**src/sv/tlr_pkg.sv**
```systemverilog
`timescale 1ns / 1ps

package tlr_pkg;

    localparam int unsigned SCREEN_WIDTH  = 834;
    localparam int unsigned SCREEN_HEIGHT = 500;
    localparam int unsigned LEFT_MARGIN   = 100;
    localparam int unsigned TOP_MARGIN    = 100;

    localparam logic [5:0] VISIBLE_BPP = 6'd32;

    localparam int unsigned COORD_W  = 12;
    localparam int unsigned PIXEL_W  = 13;
    localparam int unsigned ADDR_W   = 27;
    localparam int unsigned CFG_W    = 14;
    localparam int unsigned CFG_IDX_W = 2;
    localparam int unsigned S_DATA_W = 56;
    localparam int unsigned M_DATA_W = 56;

    localparam logic MODE_LOAD = 1'b0;
    localparam logic MODE_STEP = 1'b1;

    localparam logic [CFG_IDX_W-1:0] CFG_X_OFFSET = 2'd0;
    localparam logic [CFG_IDX_W-1:0] CFG_Y_OFFSET = 2'd1;
    localparam logic [CFG_IDX_W-1:0] CFG_STRIDE   = 2'd2;
    localparam logic [CFG_IDX_W-1:0] CFG_BPP      = 2'd3;

    localparam logic [13:0] STRIDE_RESET = 14'd3200;

    typedef struct packed {
        logic load;      // latch endpoints and thickness
        logic setup_a;   // deltas and direction flags
        logic setup_b;   // major axis, walk start, counters
        logic pixel;     // compute pixel, advance walk
        logic out_load;  // address and output register load
    } tlr_cmd_t;

    typedef struct packed {
        logic busy;
    } tlr_status_t;

endpackage

```
**src/sv/tlr_ctrl.sv**
```systemverilog
`timescale 1ns / 1ps

module tlr_ctrl
    import tlr_pkg::*;
(
    input  logic        clk,
    input  logic        rst_n,
    input  logic        s_tvalid,
    input  logic        s_mode,
    output logic        s_tready,
    input  logic        m_tready,
    output logic        m_tvalid,
    input  tlr_status_t status,
    output tlr_cmd_t    cmd
);

    localparam logic [2:0] ST_IDLE    = 3'd0;
    localparam logic [2:0] ST_SETUP_A = 3'd1;
    localparam logic [2:0] ST_SETUP_B = 3'd2;
    localparam logic [2:0] ST_PIXEL   = 3'd3;
    localparam logic [2:0] ST_ADDR    = 3'd4;

    logic [2:0] state_reg, state_next;
    logic       m_tvalid_reg, m_tvalid_next;
    logic       s_fire;
    logic       out_free;

    assign s_tready = (state_reg == ST_IDLE);
    assign s_fire   = s_tvalid && s_tready;
    assign out_free = !m_tvalid_reg || m_tready;
    assign m_tvalid = m_tvalid_reg;

    always_comb
    begin
        state_next   = state_reg;
        cmd          = '0;
        unique case (state_reg)
            ST_IDLE:
            begin
                if (s_fire && s_mode == MODE_LOAD)
                begin
                    cmd.load   = 1'b1;
                    state_next = ST_SETUP_A;
                end
                else if (s_fire && status.busy)
                begin
                    state_next = ST_PIXEL;
                end
            end
            ST_SETUP_A:
            begin
                cmd.setup_a = 1'b1;
                state_next  = ST_SETUP_B;
            end
            ST_SETUP_B:
            begin
                cmd.setup_b = 1'b1;
                state_next  = ST_IDLE;
            end
            ST_PIXEL:
            begin
                cmd.pixel  = 1'b1;
                state_next = ST_ADDR;
            end
            ST_ADDR:
            begin
                // hold here while the previous result is still waiting
                if (out_free)
                begin
                    cmd.out_load = 1'b1;
                    state_next   = ST_IDLE;
                end
            end
            default:
            begin
                state_next = ST_IDLE;
            end
        endcase
    end

    always_comb
    begin
        m_tvalid_next = m_tvalid_reg;
        if (cmd.out_load)
        begin
            m_tvalid_next = 1'b1;
        end
        else if (m_tready)
        begin
            m_tvalid_next = 1'b0;
        end
    end

    always_ff @(posedge clk or negedge rst_n)
    begin
        if (!rst_n)
        begin
            state_reg    <= ST_IDLE;
            m_tvalid_reg <= 1'b0;
        end
        else
        begin
            state_reg    <= state_next;
            m_tvalid_reg <= m_tvalid_next;
        end
    end

endmodule

```
**src/sv/tlr_datapath.sv**
```systemverilog
`timescale 1ns / 1ps

module tlr_datapath
    import tlr_pkg::*;
(
    input  logic                        clk,
    input  logic                        rst_n,
    input  tlr_cmd_t                    cmd,
    output tlr_status_t                 status,
    input  logic                        cfg_we,
    input  logic [CFG_IDX_W-1:0]        cfg_index,
    input  logic [CFG_W-1:0]            cfg_data,
    input  logic signed [COORD_W-1:0]   start_x,
    input  logic signed [COORD_W-1:0]   start_y,
    input  logic signed [COORD_W-1:0]   end_x,
    input  logic signed [COORD_W-1:0]   end_y,
    input  logic [2:0]                  half_thickness,
    output logic signed [PIXEL_W-1:0]   pixel_x,
    output logic signed [PIXEL_W-1:0]   pixel_y,
    output logic [ADDR_W-1:0]           byte_address,
    output logic                        visible,
    output logic                        last
);

    // configuration
    logic [11:0] x_off_reg;
    logic [11:0] y_off_reg;
    logic [13:0] stride_reg;
    logic [5:0]  bpp_reg;

    // line as loaded
    logic signed [COORD_W-1:0] sx_reg, sy_reg, ex_reg, ey_reg;
    logic [2:0]                t_reg;

    // setup results
    logic [11:0] adx_reg, ady_reg;
    logic        gx_reg, lx_reg, gy_reg, ly_reg;
    logic        x_major_reg;
    logic        minor_neg_reg;
    logic signed [COORD_W-1:0] bx_reg, by_reg;
    logic [11:0] len_reg;
    logic [12:0] two_d_reg, two_dm_reg;

    // walk state
    logic signed [3:0] ox_reg, oy_reg;
    logic [11:0]       i_reg;
    logic [12:0]       r_reg;
    logic [11:0]       q_reg;
    logic              busy_reg;

    // pixel stage
    logic signed [PIXEL_W-1:0] px_reg, py_reg;
    logic                      vis_reg, fin_reg;

    // output register
    logic signed [PIXEL_W-1:0] out_x_reg, out_y_reg;
    logic [ADDR_W-1:0]         out_addr_reg;
    logic                      out_vis_reg, out_last_reg;

    logic signed [12:0] dx, dy;
    logic               x_major, take_start;
    logic signed [3:0]  t_pos, t_neg;
    logic [13:0]        r_sum;
    logic               carry;
    logic [12:0]        r_next;
    logic signed [13:0] i_s, q_s, x_w, y_w;
    logic signed [PIXEL_W-1:0] px_next, py_next;
    logic               vis_next, fin_next;
    logic [13:0]        col, row;
    logic [27:0]        row_bytes;
    logic [27:0]        addr_sum;
    logic [ADDR_W-1:0]  addr_next;

    function automatic logic signed [12:0] end_x_ext(input logic signed [COORD_W-1:0] v);
        end_x_ext = {v[COORD_W-1], v};
    endfunction

    assign status.busy = busy_reg;

    assign dx = 13'(end_x_ext(ex_reg)) - 13'(end_x_ext(sx_reg));
    assign dy = 13'(end_x_ext(ey_reg)) - 13'(end_x_ext(sy_reg));

    assign x_major    = adx_reg > ady_reg;
    assign take_start = x_major ? gx_reg : gy_reg;

    assign t_pos = $signed({1'b0, t_reg});
    assign t_neg = -t_pos;

    // rounded minor offset kept as quotient and remainder against 2*len
    assign r_sum  = {1'b0, r_reg} + {1'b0, two_dm_reg};
    assign carry  = (r_sum >= {1'b0, two_d_reg}) && (two_dm_reg != 13'd0);
    assign r_next = carry ? 13'(r_sum - {1'b0, two_d_reg}) : r_sum[12:0];

    assign i_s = $signed({2'b00, i_reg});
    assign q_s = minor_neg_reg ? -$signed({2'b00, q_reg}) : $signed({2'b00, q_reg});
    assign x_w = {{2{bx_reg[COORD_W-1]}}, bx_reg} + {{10{ox_reg[3]}}, ox_reg}
                 + (x_major_reg ? i_s : q_s);
    assign y_w = {{2{by_reg[COORD_W-1]}}, by_reg} + {{10{oy_reg[3]}}, oy_reg}
                 + (x_major_reg ? q_s : i_s);
    assign px_next = x_w[PIXEL_W-1:0];
    assign py_next = y_w[PIXEL_W-1:0];

    assign vis_next = !px_next[PIXEL_W-1] && (px_next < PIXEL_W'(SCREEN_WIDTH))
                      && !py_next[PIXEL_W-1] && (py_next < PIXEL_W'(SCREEN_HEIGHT))
                      && (bpp_reg == VISIBLE_BPP);
    assign fin_next = (ox_reg == t_pos) && (oy_reg == t_pos) && (i_reg == len_reg);

    // only used when visible, so the coordinate is below 4096
    assign col       = 14'(px_reg[11:0]) + 14'(LEFT_MARGIN) + 14'(x_off_reg);
    assign row       = 14'(py_reg[11:0]) + 14'(TOP_MARGIN) + 14'(y_off_reg);
    assign row_bytes = row * stride_reg;
    assign addr_sum  = {12'd0, col, 2'b00} + row_bytes;
    assign addr_next = vis_reg ? addr_sum[ADDR_W-1:0] : '0;

    always_ff @(posedge clk or negedge rst_n)
    begin
        if (!rst_n)
        begin
            x_off_reg  <= '0;
            y_off_reg  <= '0;
            stride_reg <= STRIDE_RESET;
            bpp_reg    <= VISIBLE_BPP;
        end
        else if (cfg_we)
        begin
            unique case (cfg_index)
                CFG_X_OFFSET: x_off_reg  <= cfg_data[11:0];
                CFG_Y_OFFSET: y_off_reg  <= cfg_data[11:0];
                CFG_STRIDE:   stride_reg <= cfg_data[13:0];
                CFG_BPP:      bpp_reg    <= cfg_data[5:0];
                default:      ;
            endcase
        end
    end

    always_ff @(posedge clk or negedge rst_n)
    begin
        if (!rst_n)
        begin
            busy_reg <= 1'b0;
        end
        else if (cmd.load)
        begin
            busy_reg <= 1'b1;
        end
        else if (cmd.pixel && fin_next)
        begin
            busy_reg <= 1'b0;
        end
    end

    always_ff @(posedge clk)
    begin
        if (cmd.load)
        begin
            sx_reg <= start_x;
            sy_reg <= start_y;
            ex_reg <= end_x;
            ey_reg <= end_y;
            t_reg  <= half_thickness;
        end

        if (cmd.setup_a)
        begin
            adx_reg <= dx[12] ? 12'(-dx) : dx[11:0];
            ady_reg <= dy[12] ? 12'(-dy) : dy[11:0];
            gx_reg  <= !dx[12] && (dx != 13'sd0);
            lx_reg  <= dx[12];
            gy_reg  <= !dy[12] && (dy != 13'sd0);
            ly_reg  <= dy[12];
        end

        if (cmd.setup_b)
        begin
            x_major_reg   <= x_major;
            bx_reg        <= take_start ? sx_reg : ex_reg;
            by_reg        <= take_start ? sy_reg : ey_reg;
            minor_neg_reg <= x_major ? (take_start ? ly_reg : gy_reg)
                                     : (take_start ? lx_reg : gx_reg);
            len_reg       <= x_major ? adx_reg : ady_reg;
            two_d_reg     <= {(x_major ? adx_reg : ady_reg), 1'b0};
            two_dm_reg    <= {(x_major ? ady_reg : adx_reg), 1'b0};
            ox_reg        <= t_neg;
            oy_reg        <= t_neg;
            i_reg         <= '0;
            r_reg         <= {1'b0, (x_major ? adx_reg : ady_reg)};
            q_reg         <= '0;
        end

        if (cmd.pixel)
        begin
            px_reg  <= px_next;
            py_reg  <= py_next;
            vis_reg <= vis_next;
            fin_reg <= fin_next;
            if (i_reg == len_reg)
            begin
                i_reg <= '0;
                r_reg <= {1'b0, len_reg};
                q_reg <= '0;
                if (oy_reg == t_pos)
                begin
                    oy_reg <= t_neg;
                    if (ox_reg == t_pos)
                    begin
                        ox_reg <= '0;
                        oy_reg <= '0;
                    end
                    else
                    begin
                        ox_reg <= ox_reg + 4'sd1;
                    end
                end
                else
                begin
                    oy_reg <= oy_reg + 4'sd1;
                end
            end
            else
            begin
                i_reg <= i_reg + 12'd1;
                r_reg <= r_next;
                q_reg <= q_reg + 12'(carry);
            end
        end

        if (cmd.out_load)
        begin
            out_x_reg    <= px_reg;
            out_y_reg    <= py_reg;
            out_addr_reg <= addr_next;
            out_vis_reg  <= vis_reg;
            out_last_reg <= fin_reg;
        end
    end

    assign pixel_x      = out_x_reg;
    assign pixel_y      = out_y_reg;
    assign byte_address = out_addr_reg;
    assign visible      = out_vis_reg;
    assign last         = out_last_reg;

endmodule

```
**src/sv/thick_line_rasterizer_core.sv**
```systemverilog
`timescale 1ns / 1ps

// Thick line rasterizer. A load transaction (s_tuser = 0) stores two endpoints
// and a half thickness T and runs states SETUP_A and SETUP_B before the next
// transaction is accepted. Each step transaction (s_tuser = 1) then produces
// one pixel: the line is drawn once for every offset (ox, oy) in -T..T, ox
// outer, walked along its major axis with the minor coordinate rounded to
// nearest. A step that yields a pixel is accepted, computes the pixel, then
// does the address multiply and output load, which waits while the previous
// pixel still waits on m_tready. A step with no line pending is dropped without
// leaving idle. The minor coordinate is tracked incrementally as a quotient
// and remainder, so no divider is needed. byte_address is zero for pixels not
// visible (off screen or bpp not 32); m_tlast marks the final pixel.
// A step is accepted while the previous pixel is still waiting on the output.

module thick_line_rasterizer_core
    import tlr_pkg::*;
(
    input  logic                  clk,
    input  logic                  rst_n,
    input  logic                  s_tvalid,
    output logic                  s_tready,
    // start_x[11:0], start_y[23:12], end_x[35:24], end_y[47:36],
    // half_thickness[50:48], zero fill above
    input  logic [S_DATA_W-1:0]   s_tdata,
    // mode[0]
    input  logic                  s_tuser,
    output logic                  m_tvalid,
    input  logic                  m_tready,
    // pixel_x[12:0], pixel_y[25:13], byte_address[52:26], zero fill above
    output logic [M_DATA_W-1:0]   m_tdata,
    // visible[0]
    output logic                  m_tuser,
    output logic                  m_tlast,
    input  logic                  cfg_we,
    input  logic [CFG_IDX_W-1:0]  cfg_index,
    input  logic [CFG_W-1:0]      cfg_data
);

    tlr_cmd_t    cmd;
    tlr_status_t status;

    logic signed [PIXEL_W-1:0] pixel_x, pixel_y;
    logic [ADDR_W-1:0]         byte_address;

    tlr_ctrl u_ctrl (
        .clk      (clk),
        .rst_n    (rst_n),
        .s_tvalid (s_tvalid),
        .s_mode   (s_tuser),
        .s_tready (s_tready),
        .m_tready (m_tready),
        .m_tvalid (m_tvalid),
        .status   (status),
        .cmd      (cmd)
    );

    tlr_datapath u_datapath (
        .clk            (clk),
        .rst_n          (rst_n),
        .cmd            (cmd),
        .status         (status),
        .cfg_we         (cfg_we),
        .cfg_index      (cfg_index),
        .cfg_data       (cfg_data),
        .start_x        (s_tdata[11:0]),
        .start_y        (s_tdata[23:12]),
        .end_x          (s_tdata[35:24]),
        .end_y          (s_tdata[47:36]),
        .half_thickness (s_tdata[50:48]),
        .pixel_x        (pixel_x),
        .pixel_y        (pixel_y),
        .byte_address   (byte_address),
        .visible        (m_tuser),
        .last           (m_tlast)
    );

    assign m_tdata = {3'b000, byte_address, pixel_y, pixel_x};

`ifndef SYNTH
    // pixels not marked visible carry a zero address
    a_hidden_zero_addr: assert property (@(posedge clk) disable iff (!rst_n)
        m_tvalid && !m_tuser |-> m_tdata[52:26] == '0)
        else $error("invisible pixel with nonzero address");

    // a load always runs the setup sequence before the next transaction
    a_load_setup: assert property (@(posedge clk) disable iff (!rst_n)
        s_tvalid && s_tready && s_tuser == MODE_LOAD |=> !s_tready)
        else $error("transaction accepted during line setup");

    // a step with no line pending is dropped at once
    a_idle_step: assert property (@(posedge clk) disable iff (!rst_n)
        s_tvalid && s_tready && s_tuser == MODE_STEP && !status.busy |=> s_tready)
        else $error("idle step started pixel work");
`endif

endmodule
```
**config.mk**
```make
export PLATFORM = sky130hd
export DESIGN_NAME = thick_line_rasterizer_core
export DESIGN_NICKNAME = d
export VERILOG_FILES = /design/src/sv/tlr_pkg.sv /design/src/sv/tlr_ctrl.sv /design/src/sv/tlr_datapath.sv /design/src/sv/thick_line_rasterizer_core.sv
export SDC_FILE = /design/constraint.sdc
export NUM_CORES = 1
export LEC_CHECK = 0
export BUFFER_PORTS_ARGS = -buffer_cell sky130_fd_sc_hd__buf_4
export CAP_MARGIN = 10
export CORE_MARGIN = 4
export CORE_UTILIZATION = 49
export DETAILED_ROUTE_END_ITERATION = 7
export PLACE_DENSITY = 0.71
export SETUP_SLACK_MARGIN = 0.05
export SKIP_CTS_REPAIR_TIMING = 1
export SLEW_MARGIN = 15
export SYNTH_ARGS = -nofsm -noshare
export SYNTH_HDL_FRONTEND = slang
export SYNTH_SLANG_ARGS = --single-unit
```
**constraint.sdc**
```tcl
create_clock -name clk -period 7.3 [get_ports clk]
set_input_delay 0.365 -clock clk [delete_from_list [all_inputs] [get_ports clk]]
set_output_delay 0.365 -clock clk [all_outputs]
set_load 0.01 [all_outputs]
```
Word-level counts from Yosys, hierarchy flattened --
Index checks and enable logic that the tools add are counted.
Storage, ports and cells: register bits after elaboration 306, bits in latches 0, memory bits (writable) 0, bits in read-only memories 0, bits of input ports 78, output and inout port bits 60, word-level logic and storage cells 157, memories kept 0
Cells by class: add/sub/neg operators 21, $mul 1, divide/modulo/power cells 0, order comparisons 4, eq/ne operators 13, shift operators 0, muxes and demuxes 47, bitwise operators 1, reduce and logical (&&, ||, !) cells 32
Operators by type and width (count):
- $mux W12 | 11
- $mux W13 | 7
- $mux W4 | 10
- $reduce_bool A13 Y1 | 3
- $add A14 B12 Y14 | 2
- $add A16 B27 Y27 | 1
- $mul A14 B14 Y27 | 1
- $add A12 B4 Y13 | 2
- $add A12 B7 Y13 const B | 2
- $add A13 B13 Y13 | 2
- $sub A12 B12 Y13 | 2
- $neg A12 Y12 | 2
- $mux W1 | 15
- $add A13 B13 Y14 | 1
- $ge A14 B13 Y1 | 1
- $logic_and A1 B1 Y1 | 13
- $lt A13 B10 Y1 const B | 1
- $lt A13 B9 Y1 const B | 1
- $neg A12 Y13 | 1
- $sub A13 B13 Y13 | 1
- $add A12 B1 Y12 | 1
- $add A12 B1 Y12 const B | 1
- $eq A12 B12 Y1 | 1
- $gt A12 B12 Y1 | 1
- 20 further kinds | 36

Logic depth before layout (Yosys ltp) --
Gate-level depths: netlist of the first run.
word-level depth 9, mapped depth 33, mapped depth without buffers 32

Hierarchy --
Synthesis of the first run repeated with hierarchy kept, for this count alone.
Unflattened totals: cells, all modules 2335, area, all modules 24594.8 um^2
By module, submodules not included:
- tlr_datapath | instances 1, cells each 2311, area each 24358.4 um^2, sequential area each 8768.4 um^2
- tlr_ctrl | instances 1, cells each 20, area each 210.2 um^2, sequential area each 100.1 um^2
- thick_line_rasterizer_core | instances 1, cells each 4, area each 26.3 um^2, sequential area each 0.0 um^2

Worst setup path before layout of the first run --
No wires, ideal clock.
path type reg-to-reg, start register u_datapath.py_reg[2], end register u_datapath.out_addr_reg[26] (netlist: u_datapath.byte_address[26]) (data pin), library setup time 256 ps, data arrival time 7252 ps, data required time 7044 ps, setup slack -207 ps, cell stages (with the launch flop) 31, buffers on the path 1, period minus slack after synthesis 7507 ps, cell sequence edfxtp_1 > ha_1 > xor2_1 > ha_1 > nor3_1 > nor2_1 > a31oi_1 > o21ai_0 > a21bo_2 > xor2_1 > clkbuf_1 > and2_1 > fa_1 > inv_1 > fa_1 > inv_1 > fa_1 > fa_1 > fa_1 > inv_1 > fa_1 > inv_1 > ha_1 > a211oi_1 > o21bai_1 > a211oi_1 > o211ai_1 > a32oi_1 > o21ai_0 > xnor2_1 > nor2b_1
Between the ends: cells in the longest elaborated chain, start to end 4
Ends and longest elaborated chain:
- from (decl) | RTL line tlr_datapath.sv:52 | logic signed [PIXEL_W-1:0] px_reg, py_reg;
- from (signal assigned) | RTL line tlr_datapath.sv:193 | py_reg <= py_next;
- $add A12 B7 Y13 | RTL line tlr_datapath.sv:110 | assign row = 14'(py_reg[11:0]) + 14'(TOP_MARGIN) + 14'(y_off_reg);
- $add A14 B12 Y14 | RTL line tlr_datapath.sv:110
- $mul A14 B14 Y27 | RTL line tlr_datapath.sv:111 | assign row_bytes = row * stride_reg;
- $add A16 B27 Y27 | RTL line tlr_datapath.sv:112 | assign addr_sum = {12'd0, col, 2'b00} + row_bytes;
- to (signal assigned) | RTL line tlr_datapath.sv:231 | out_addr_reg <= addr_next;
- to (decl) | RTL line tlr_datapath.sv:57 | logic [ADDR_W-1:0] out_addr_reg;
No other way between the ends. A chain may end at the register's enable or synchronous reset.

Worst setup path in the final report of the first run --
start register u_datapath.py_reg[2], end register u_datapath.out_addr_reg[24] (netlist: u_datapath.byte_address[24]) (data pin)
The elaborated chain is that of the path after synthesis.

==> results of run 1 <==
[placed cells by master, fill, tap and decap left out, types with 28 or more instances in the layout]
cell type,instances
edfxtp_1,249
nand2_1,202
xor2_1,63
o21ai_0,76
inv_1,362
xnor2_1,97
a21o_1,29
mux2_2,88
nor2_1,120
nand2b_1,38
nand3_1,49
nor3_1,32
and2_1,80
buf_4,282
dlygate4sd3_1,52
dfrtp_1,45
a21oi_1,75
ha_1,195
and3_1,28
fa_1,184
clkbuf_16,40
[final cells by class]
| class | instances | area [um2] |
|---|---|---|
| Fill cell | 4108 | 20520 |
| Clock inverter | 21 | 232.7 |
| Sequential cell | 306 | 8869 |
| Tap cell | 680 | 850.8 |
| Timing Repair Buffer | 347 | 2814 |
| Clock buffer | 46 | 1033 |
| Multi-Input combinational cell | 1731 | 15680 |
| Inverter | 374 | 1404 |
[worst register-to-register path, cell delays in order (launching register included)]
cell and delay, ns:
edfxtp_1 0.50, ha_4 0.23, xor2_2 0.14, ha_1 0.34, a21boi_2 0.18, o21ai_1 0.14
nand2b_1 0.15, a31oi_4 0.26, o21a_4 0.28, mux2_2 0.38, fa_1 0.47, fa_1 0.50
fa_1 0.50, inv_1 0.06, fa_1 0.50, fa_1 0.53, inv_2 0.04, fa_1 0.48
inv_2 0.04, ha_4 0.22, a211oi_4 0.25, o21bai_2 0.11, a211oi_2 0.20, o211ai_1 0.13
a32oi_2 0.25, buf_4 0.16, xnor2_1 0.05, and2_1 0.15
[how the worst max path moves through the flow]
stage | to | startpoint | cells after the start
after floorplan | u_datapath.byte_address[26] | u_datapath.py_reg[2] | 30
after global routing | u_datapath.byte_address[24] | u_datapath.py_reg[2] | 29
after CTS | u_datapath.byte_address[25] | u_datapath.py_reg[2] | 29
after global placement | u_datapath.byte_address[21] | u_datapath.py_reg[2] | 31
after detailed placement | u_datapath.byte_address[21] | u_datapath.py_reg[0] | 33
final | u_datapath.byte_address[24] | u_datapath.py_reg[2] | 27
[through the flow]
step	utilization	std cells	setup TNS (ns)	hold WS (ns)
global route	0.6009	3505	-3.586	0.05917
global placement	0.5511	3375	-2.749	0.4089
floorplan	-	2482	0	0.06941
CTS	0.5757	3442	-5.563	-0.1431
detailed placement	0.5511	3375	-5.016	0.4101
finish	0.6009	3505	-0.7160	0.06796
[cell families (layout without fill, tap and decap cells)]
logic type | Yosys count | in the layout
DFF | 306 | 306
xor gates and xnor gates | 169 | 169
adders and majority gates | 394 | 394
and+or+nand+nor | 668 | 668
other | 1 | 3
buffers and inverters | 445 | 788
AOI/OAI and AO/OA | 385 | 385
muxes | 112 | 112
[routing by layer]
| layer | vias to the layer above | wire [um] | GRT usage |
|---|---|---|---|
| li1 | 9057 | - | - |
| met1 | 9182 | 25780 | 0.2631 |
| met2 | 497 | 31860 | 0.3908 |
| met3 | 151 | 3045 | 0.03519 |
| met4 | 0 | 2680 | 0.09377 |
| met5 | - | 0 | 0 |
==> flow_summary.json, run 1 <==
{
  "critPathBufInv": 4,
  "drt_first_iter_violations": 968,
  "min_to": "u_ctrl.state_reg[0]",
  "final_nets": 3269,
  "clkTransAtPathRegs_ns": 0.06,
  "worstSetupEndpointType": "register",
  "largest_reg_flops": 27,
  "setup_viol": 7,
  "synth-xor-area-share": 0.05797,
  "post_drt_wl_per_cell_um": 18.08,
  "arrival_ns": 7.78,
  "pin_count": 138,
  "r2r-end": "u_datapath.byte_address[24]",
  "path_delay_family": "adder cells",
  "violations": "negative setup slack",
  "grt_pass1_wl_um": 99390,
  "start_util": 0.4967,
  "synth_edf_count": 249,
  "die-height_um": 236.3,
  "cp-start-kind": "register",
  "worstMarginPinSlew_ns": 1.071,
  "ys_ff_latch": 306,
  "gp_congestion": 0.8944,
  "synth_seq_area_share": 0.3473,
  "num_vias": 18890,
  "yosys-mux-area-fraction": 0.04871,
  "clk_latency_ns": 0.56,
  "hold_violations": 0,
  "period_minus_slack_ns": 7.462,
  "min_path_type": "input pin to register",
  "synth_top_cell_area_share": 0.2928,
  "maxCapViolCount": 0,
  "grt.total_usage": 0.2194,
  "min_from": "s_tuser",
  "slew_viol_final": 0,
  "avgSynthCellArea_um2": 10.30,
  "detail_route.vias_per_cell": 5.389,
  "htreeDepth": 2,
  "die-width_um": 236.3,
  "yosys_most_used_dff": "edfxtp_1",
  "drtAntennaViolNets": 0,
  "grt_antenna_before_repair": 0,
  "die_area_um2": 55830,
  "cts_sinks": 306,
  "synth_adder_area_share": 0.2480,
  "cts_buffers": 37,
  "rsz0062_at_grt": "true",
  "synth_most_common_cell": "inv_1",
  "syn_area_um2": 25530,
  "pre_cts_ws_ns": -0.5658,
  "dr.pass1.iters": 5,
  "hpwl_um": 48660,
  "drc": 0,
  "fmax_ghz": 0.1340,
  "relSlewSlack": 0.2831,
  "synth_compound_area_frac": 0.1019,
  "whs_path_depth": 2,
  "r2r_slack_ns": -0.16,
  "fin_crit_sh": 1.022,
  "drt_wl_total_um": 63370,
  "num_rows": 83,
  "synth_area_leaders": "edfxtp_1 29%, fa_1 15%, ha_1 10%",
  "synth_top_family_by_area": "adder cells",
  "place_area_um2": 28330,
  "cts_tree": "yes",
  "yosys.area_share.simple": 0.1293,
  "synth_top_cell_by_area": "edfxtp_1",
  "yosysWarnings": 0,
  "synthTopCellsByCount": "373 x inv_1, 249 x edfxtp_1, 207 x ha_1",
  "cp_common_cell": "fa_1",
  "diodes": 0,
  "area_growth_pct": 20.96,
  "required_ns": 7.62,
  "coreArea_um2": 51410,
  "clock_path_buffers": 3,
  "ff2ff_path_depth": 27,
  "root_buffer": "clkbuf_16",
  "crit_slowest_cell": "fa_1",
  "run_status": "finished, violations left",
  "drive_above_1_share": 0.2074,
  "ys_types": 83,
  "async_flop_share": 0.1601,
  "crit_type": "register to register",
  "worstReg2RegStart": "u_datapath.py_reg[2]",
  "cpPeakStageDelay_ns": 0.53,
  "grt_pass1_vias": 19420,
  "synthCells": 2480,
  "portBuffers": 129,
  "fin_skew_ns": 0.01439,
  "fin_ws_ns": -0.1620,
  "grt_max_degree": 56,
  "stdcell_area_um2": 30890,
  "cp_max_fo": 6,
  "gr-total-overflow": 0
}
Power of run 1 is left out: the tool's default activity adds up to more than one toggle a clock period on the data nets, which glitch-free logic cannot reach.
==> inputs of run 2 (changes only) <==
- ABC_AREA: unset -> 1
- CORE_ASPECT_RATIO: unset -> 1.25
- SETUP_SLACK_MARGIN: 0.05 -> unset
==> run 2 against run 1 <==
Effect of this change:
- the run now ends clean
- sequential cell count did not move
- global-route usage is 1.1 points higher
- non-clock buffer count decreased by 32
- clock skew grew 0.013 ns
- first-iteration DRC count rose by 17%
- via count is 11% higher
- routed wire length grew 4.7%
- worst hold slack worse by 0.042 ns
- sequential share of layout area about the same
==> flow_summary.json, run 2 <==
{
  "synthCells": 3066,
  "fin_util": 0.5874,
  "layout_common_cells": "627 x nand2_1, 589 x inv_1, 253 x buf_4",
  "synth_area_leaders": "edfxtp_1 29%, fa_1 14%, ha_1 10%",
  "synth-xor-area-share": 0.04268,
  "cts_buffers": 35,
  "min_from": "m_tready",
  "worstMarginPinSlew_ns": 1.090,
  "worstSetupStartpoint": "u_datapath.py_reg[3]",
  "fin_skew_ns": 0.02750,
  "clk_latency_ns": 0.57,
  "worstReg2RegStart": "u_datapath.py_reg[3]",
  "diodes": 0,
  "synth_edf_count": 249,
  "cts_sinks": 306,
  "fin_crit_sh": 0.9886,
  "clkTransAtPathRegs_ns": 0.06,
  "layout_commonest_cell": "nand2_1",
  "async_flop_share": 0.1601,
  "worstSetupEndpointType": "register",
  "synth_top_cell_by_area": "edfxtp_1",
  "synth_adder_area_share": 0.2441,
  "setup_tns_ns": 0,
  "slew_viol_final": 0,
  "cp-start-kind": "register",
  "arrival_ns": 7.53,
  "drive_above_1_share": 0.1506,
  "synth_top_family_by_area": "adder cells",
  "die_area_um2": 56720,
  "period_minus_slack_ns": 7.216,
  "area_growth_pct": 19.01,
  "start_util": 0.4935,
  "num_rows": 94,
  "pin_count": 138,
  "cp_max_fo": 4,
  "synth_most_common_cell": "nand2_1",
  "synth_compound_area_frac": 0.08140,
  "gp_congestion": 0.9068,
  "syn_area_um2": 25950,
  "drtAntennaViolNets": 0,
  "grt_pass1_wl_um": 103400,
  "drc": 0,
  "htreeDepth": 2,
  "multi_input_area_um2": 15110,
  "synth_seq_area_share": 0.3418,
  "gr-total-overflow": 0,
  "crit_slowest_cell": "fa_1",
  "min_path_type": "input pin to register",
  "yosys-mux-area-fraction": 0,
  "coreArea_um2": 52570,
  "hold_violations": 0,
  "grt_antenna_before_repair": 0,
  "num-fill-cells": 4574,
  "drt_first_iter_violations": 1135,
  "detail_route.vias_per_cell": 5.145,
  "synth_top_cell_area_share": 0.2882,
  "yosysWarnings": 0,
  "synthTopCellsByCount": "649 x nand2_1, 624 x inv_1, 249 x edfxtp_1",
  "required_ns": 7.62,
  "num_vias": 20910,
  "seq_area_um2": 8869,
  "crit_type": "register to register",
  "grt_pass1_vias": 20730,
  "root_buffer": "clkbuf_16",
  "post_drt_wl_per_cell_um": 16.33,
  "maxCapViolCount": 0,
  "die-height_um": 265.3,
  "ys_types": 56,
  "grt_max_degree": 56,
  "run_status": "finished, final reports clean",
  "dr.pass1.iters": 6,
  "portBuffers": 129,
  "die-width_um": 213.8,
  "rsz0062_at_grt": "true",
  "setup_viol": 0,
  "drt_wl_total_um": 66370,
  "yosys.area_share.simple": 0.1879,
  "fmax_ghz": 0.1386,
  "clock_path_buffers": 3,
  "hpwl_um": 52380,
  "ys_ff_latch": 306,
  "relSlewSlack": 0.2711,
  "cp_common_cell": "fa_1",
  "cpPeakStageDelay_ns": 0.54,
  "avgSynthCellArea_um2": 8.463,
  "largest_reg_flops": 27,
  "cts_tree": "yes",
  "final_nets": 3837,
  "yosys_most_used_dff": "edfxtp_1",
  "grt.total_usage": 0.2302
}
==> run 2: changes by cell type in the layout (fill, tap and decap cells not counted), sizes merged, moves of 88 or more <==
cell,previous run,this run
inv,376,636
nand3,55,149
nand2,204,652
mux2,88,0
nor2,124,242
and2,92,4
==> run 2: cell type report <==
type | instances | area share
Sequential cell | 306 | 0.2872
Inverter | 635 | 0.07727
Timing Repair Buffer | 315 | 0.08229
Clock inverter | 24 | 0.007820
Clock buffer | 40 | 0.02897
Tap cell | 672 | 0.02723
Multi-Input combinational cell | 2072 | 0.4892
==> run 2: worst paths after layout <==
| check | to | slack (ns) | depth (start not counted) |
|---|---|---|---|
| worst max-delay path | u_datapath.byte_address[26] | 0.08 | 32 |
| worst min-delay path | u_ctrl.m_tvalid | 0.03 | 2 |
| worst max register to register | u_datapath.byte_address[26] | 0.08 | 32 |
| worst min register to register | u_datapath.pixel_y[12] | 0.43 | 0 |
| max in group asynchronous | u_ctrl.state_reg[2] | 6.45 | 2 |
| min in group asynchronous | u_datapath.stride_reg[9] | 0.38 | 2 |
==> run 2: metal layers <==
layer / vias up / GRT usage / part of all wire
met5: - / 0 / 0
met4: 0 / 0.1068 / 0.053
met3: 150 / 0.03374 / 0.042
met2: 520 / 0.4283 / 0.53
met1: 9876 / 0.2558 / 0.37
li1: 10360 / - / -
==> run 2: metrics by stage <==
stage          instance area, um2  instances  worst slack (ns)  hold slack (ns)
3_3_place_gp                28450       3935          -0.09820           0.4023
2_1_floorplan               25950       3068           0.06233          0.06941
5_1_grt                     30880       4064           -0.2167          0.03185
3_5_place_dp                28450       3935           -0.1965           0.4129
6_report                    30880       4064           0.08354          0.02613
4_1_cts                     29590       3999           -0.2034          -0.1689
==> run 2: logic make-up after synthesis <==
| logic type | count (synthesis) |
|---|---|
| AO/OA/AOI/OAI | 389 |
| flip-flops | 306 |
| buffers and inverters | 690 |
| other | 1 |
| AND/OR/NAND/NOR | 1166 |
| XOR/XNOR | 120 |
| adder cells (fa/ha/maj) | 394 |
==> run 2: critical path, delay by kind of cell (launching register included) <==
kind / cells / cell delay, ns
and+or+nand+nor: 7 / 0.58
DFF: 1 / 0.41
AOI/OAI and AO/OA: 7 / 1.30
xor gates and xnor gates: 2 / 0.37
adders and majority gates: 9 / 3.66
buffers and inverters: 7 / 0.63
Power of run 2 is left out for the same reason.
==> inputs of run 3 (changes only) <==
- CELL_PAD_IN_SITES_DETAIL_PLACEMENT: unset -> 0
- CELL_PAD_IN_SITES_GLOBAL_PLACEMENT: unset -> 2
- CORE_UTILIZATION: 49 -> 35
- PLACE_DENSITY: 0.71 -> 0.8
==> run 3 against run 2 <==
Effect of this change:
- register-to-register slack improved by 0.02 ns
- worst hold slack improved by 0.0041 ns
- final area increased by 2.5%
- global-route usage decreased by 3.6 points
- setup slack improved by 0.019 ns
- critical path type unchanged
- largest cell class unchanged
==> flow_summary.json, run 3 (synthesized netlist as in run 2, its figures left out) <==
{
  "run_status": "finished, final reports clean",
  "seq_area_um2": 8869,
  "required_ns": 7.64,
  "final_nets": 3861,
  "drtAntennaViolNets": 0,
  "pin_count": 138,
  "root_buffer": "clkbuf_16",
  "worstSetupEndpointType": "register",
  "portBuffers": 129,
  "fin_util": 0.4307,
  "fin_ws_ns": 0.1030,
  "clk_latency_ns": 0.59,
  "drt_wl_total_um": 78730,
  "drive_above_1_share": 0.1556,
  "cp-start-kind": "register",
  "gr-total-overflow": 0,
  "num-fill-cells": 7187,
  "grt_max_degree": 59,
  "num_vias": 20930,
  "coreArea_um2": 73470,
  "die-height_um": 312.4,
  "cts_sinks": 306,
  "die_area_um2": 78580,
  "grt_pass1_wl_um": 118400,
  "die-width_um": 251.5,
  "hpwl_um": 65030,
  "relSlewSlack": 0.2540,
  "period_minus_slack_ns": 7.197,
  "r2r_slack_ns": 0.10,
  "clock_path_buffers": 3,
  "fmax_ghz": 0.1389,
  "start_util": 0.3532,
  "dr.pass1.iters": 5,
  "largest_reg_flops": 27,
  "gp_congestion": 0.8854,
  "clkTransAtPathRegs_ns": 0.06,
  "fin_skew_ns": 0.03815,
  "maxCapViolCount": 0,
  "arrival_ns": 7.54,
  "stdcell_area_um2": 31640,
  "grt.total_usage": 0.1938,
  "layout_common_cells": "624 x nand2_1, 597 x inv_1, 273 x buf_4",
  "multi_input_area_um2": 15260,
  "finalNonFillerCells": 4379,
  "dp.cells": 4240,
  "hold_violations": 0,
  "setup_viol": 0,
  "drc": 0,
  "crit_slowest_cell": "fa_1",
  "detail_route.vias_per_cell": 4.780,
  "slew_viol_final": 0,
  "cts_tree": "yes",
  "grt_pass1_vias": 21210,
  "cp_max_fo": 4,
  "post_drt_wl_per_cell_um": 17.98,
  "htreeDepth": 2,
  "drt_first_iter_violations": 1038,
  "rsz0062_at_grt": "true",
  "layout_commonest_cell": "nand2_1",
  "worstMarginPinSlew_ns": 1.118,
  "critPathBufInv": 6,
  "cp_common_cell": "fa_1",
  "cpPeakStageDelay_ns": 0.54,
  "grt_antenna_before_repair": 1,
  "crit_type": "register to register",
  "area_growth_pct": 21.95,
  "pre_cts_ws_ns": -0.3506,
  "place_area_um2": 28930,
  "num_rows": 111,
  "cts_buffers": 37,
  "fin_crit_sh": 0.9859,
  "path_delay_family": "adder cells",
  "min_path_type": "input pin to register"
}
run 3: routing by layer:
| layer | wire length (um) | track usage |
|---|---|---|
| met1 | 29600 | 0.2115 |
| met3 | 2565 | 0.02439 |
| met2 | 42790 | 0.3738 |
| met5 | 0 | 0 |
| met4 | 3781 | 0.08021 |
run 3: worst register-to-register path, delay by kind of cell (launching register included):
family,cells,cell delay (ns)
compound gates,6,0.89
xor+xnor,2,0.40
fa+ha+maj,9,3.90
buf+inv,6,0.37
flops,1,0.42
simple gates,11,0.95
run 3: path summary, 6_finish.rpt:
kind                                 startpoint                           to  cells after the start
max reg2reg                u_datapath.py_reg[2]  u_datapath.byte_address[26]                     34
min                                cfg_data[12]    u_datapath.stride_reg[12]                      3
min in group asynchronous                 rst_n          u_ctrl.state_reg[2]                      2
max in group asynchronous                 rst_n      u_datapath.x_off_reg[5]                      2
min reg2reg                  u_datapath.fin_reg              u_datapath.last                      0
max                        u_datapath.py_reg[2]  u_datapath.byte_address[26]                     34
run 3: final cells by class:
type	count	share of cell area
clock buffers	49	0.03100
diodes	1	0.00007909
flip-flops and latches	306	0.2803
well taps	960	0.03796
repair buffers	337	0.08546
clock inverters	19	0.007237
multi-input cells	2072	0.4823
inverters	635	0.07569
run 3: through the flow:
stage / setup TNS (ns) / hold WS [ns]
3_5_place_dp: -3.113 / 0.4189
3_3_place_gp: -1.616 / 0.4057
2_1_floorplan: 0 / 0.06941
6_report: 0 / 0.03018
5_1_grt: -1.828 / 0.01933
4_1_cts: -3.600 / -0.1758
Power of run 3 is left out for the same reason.
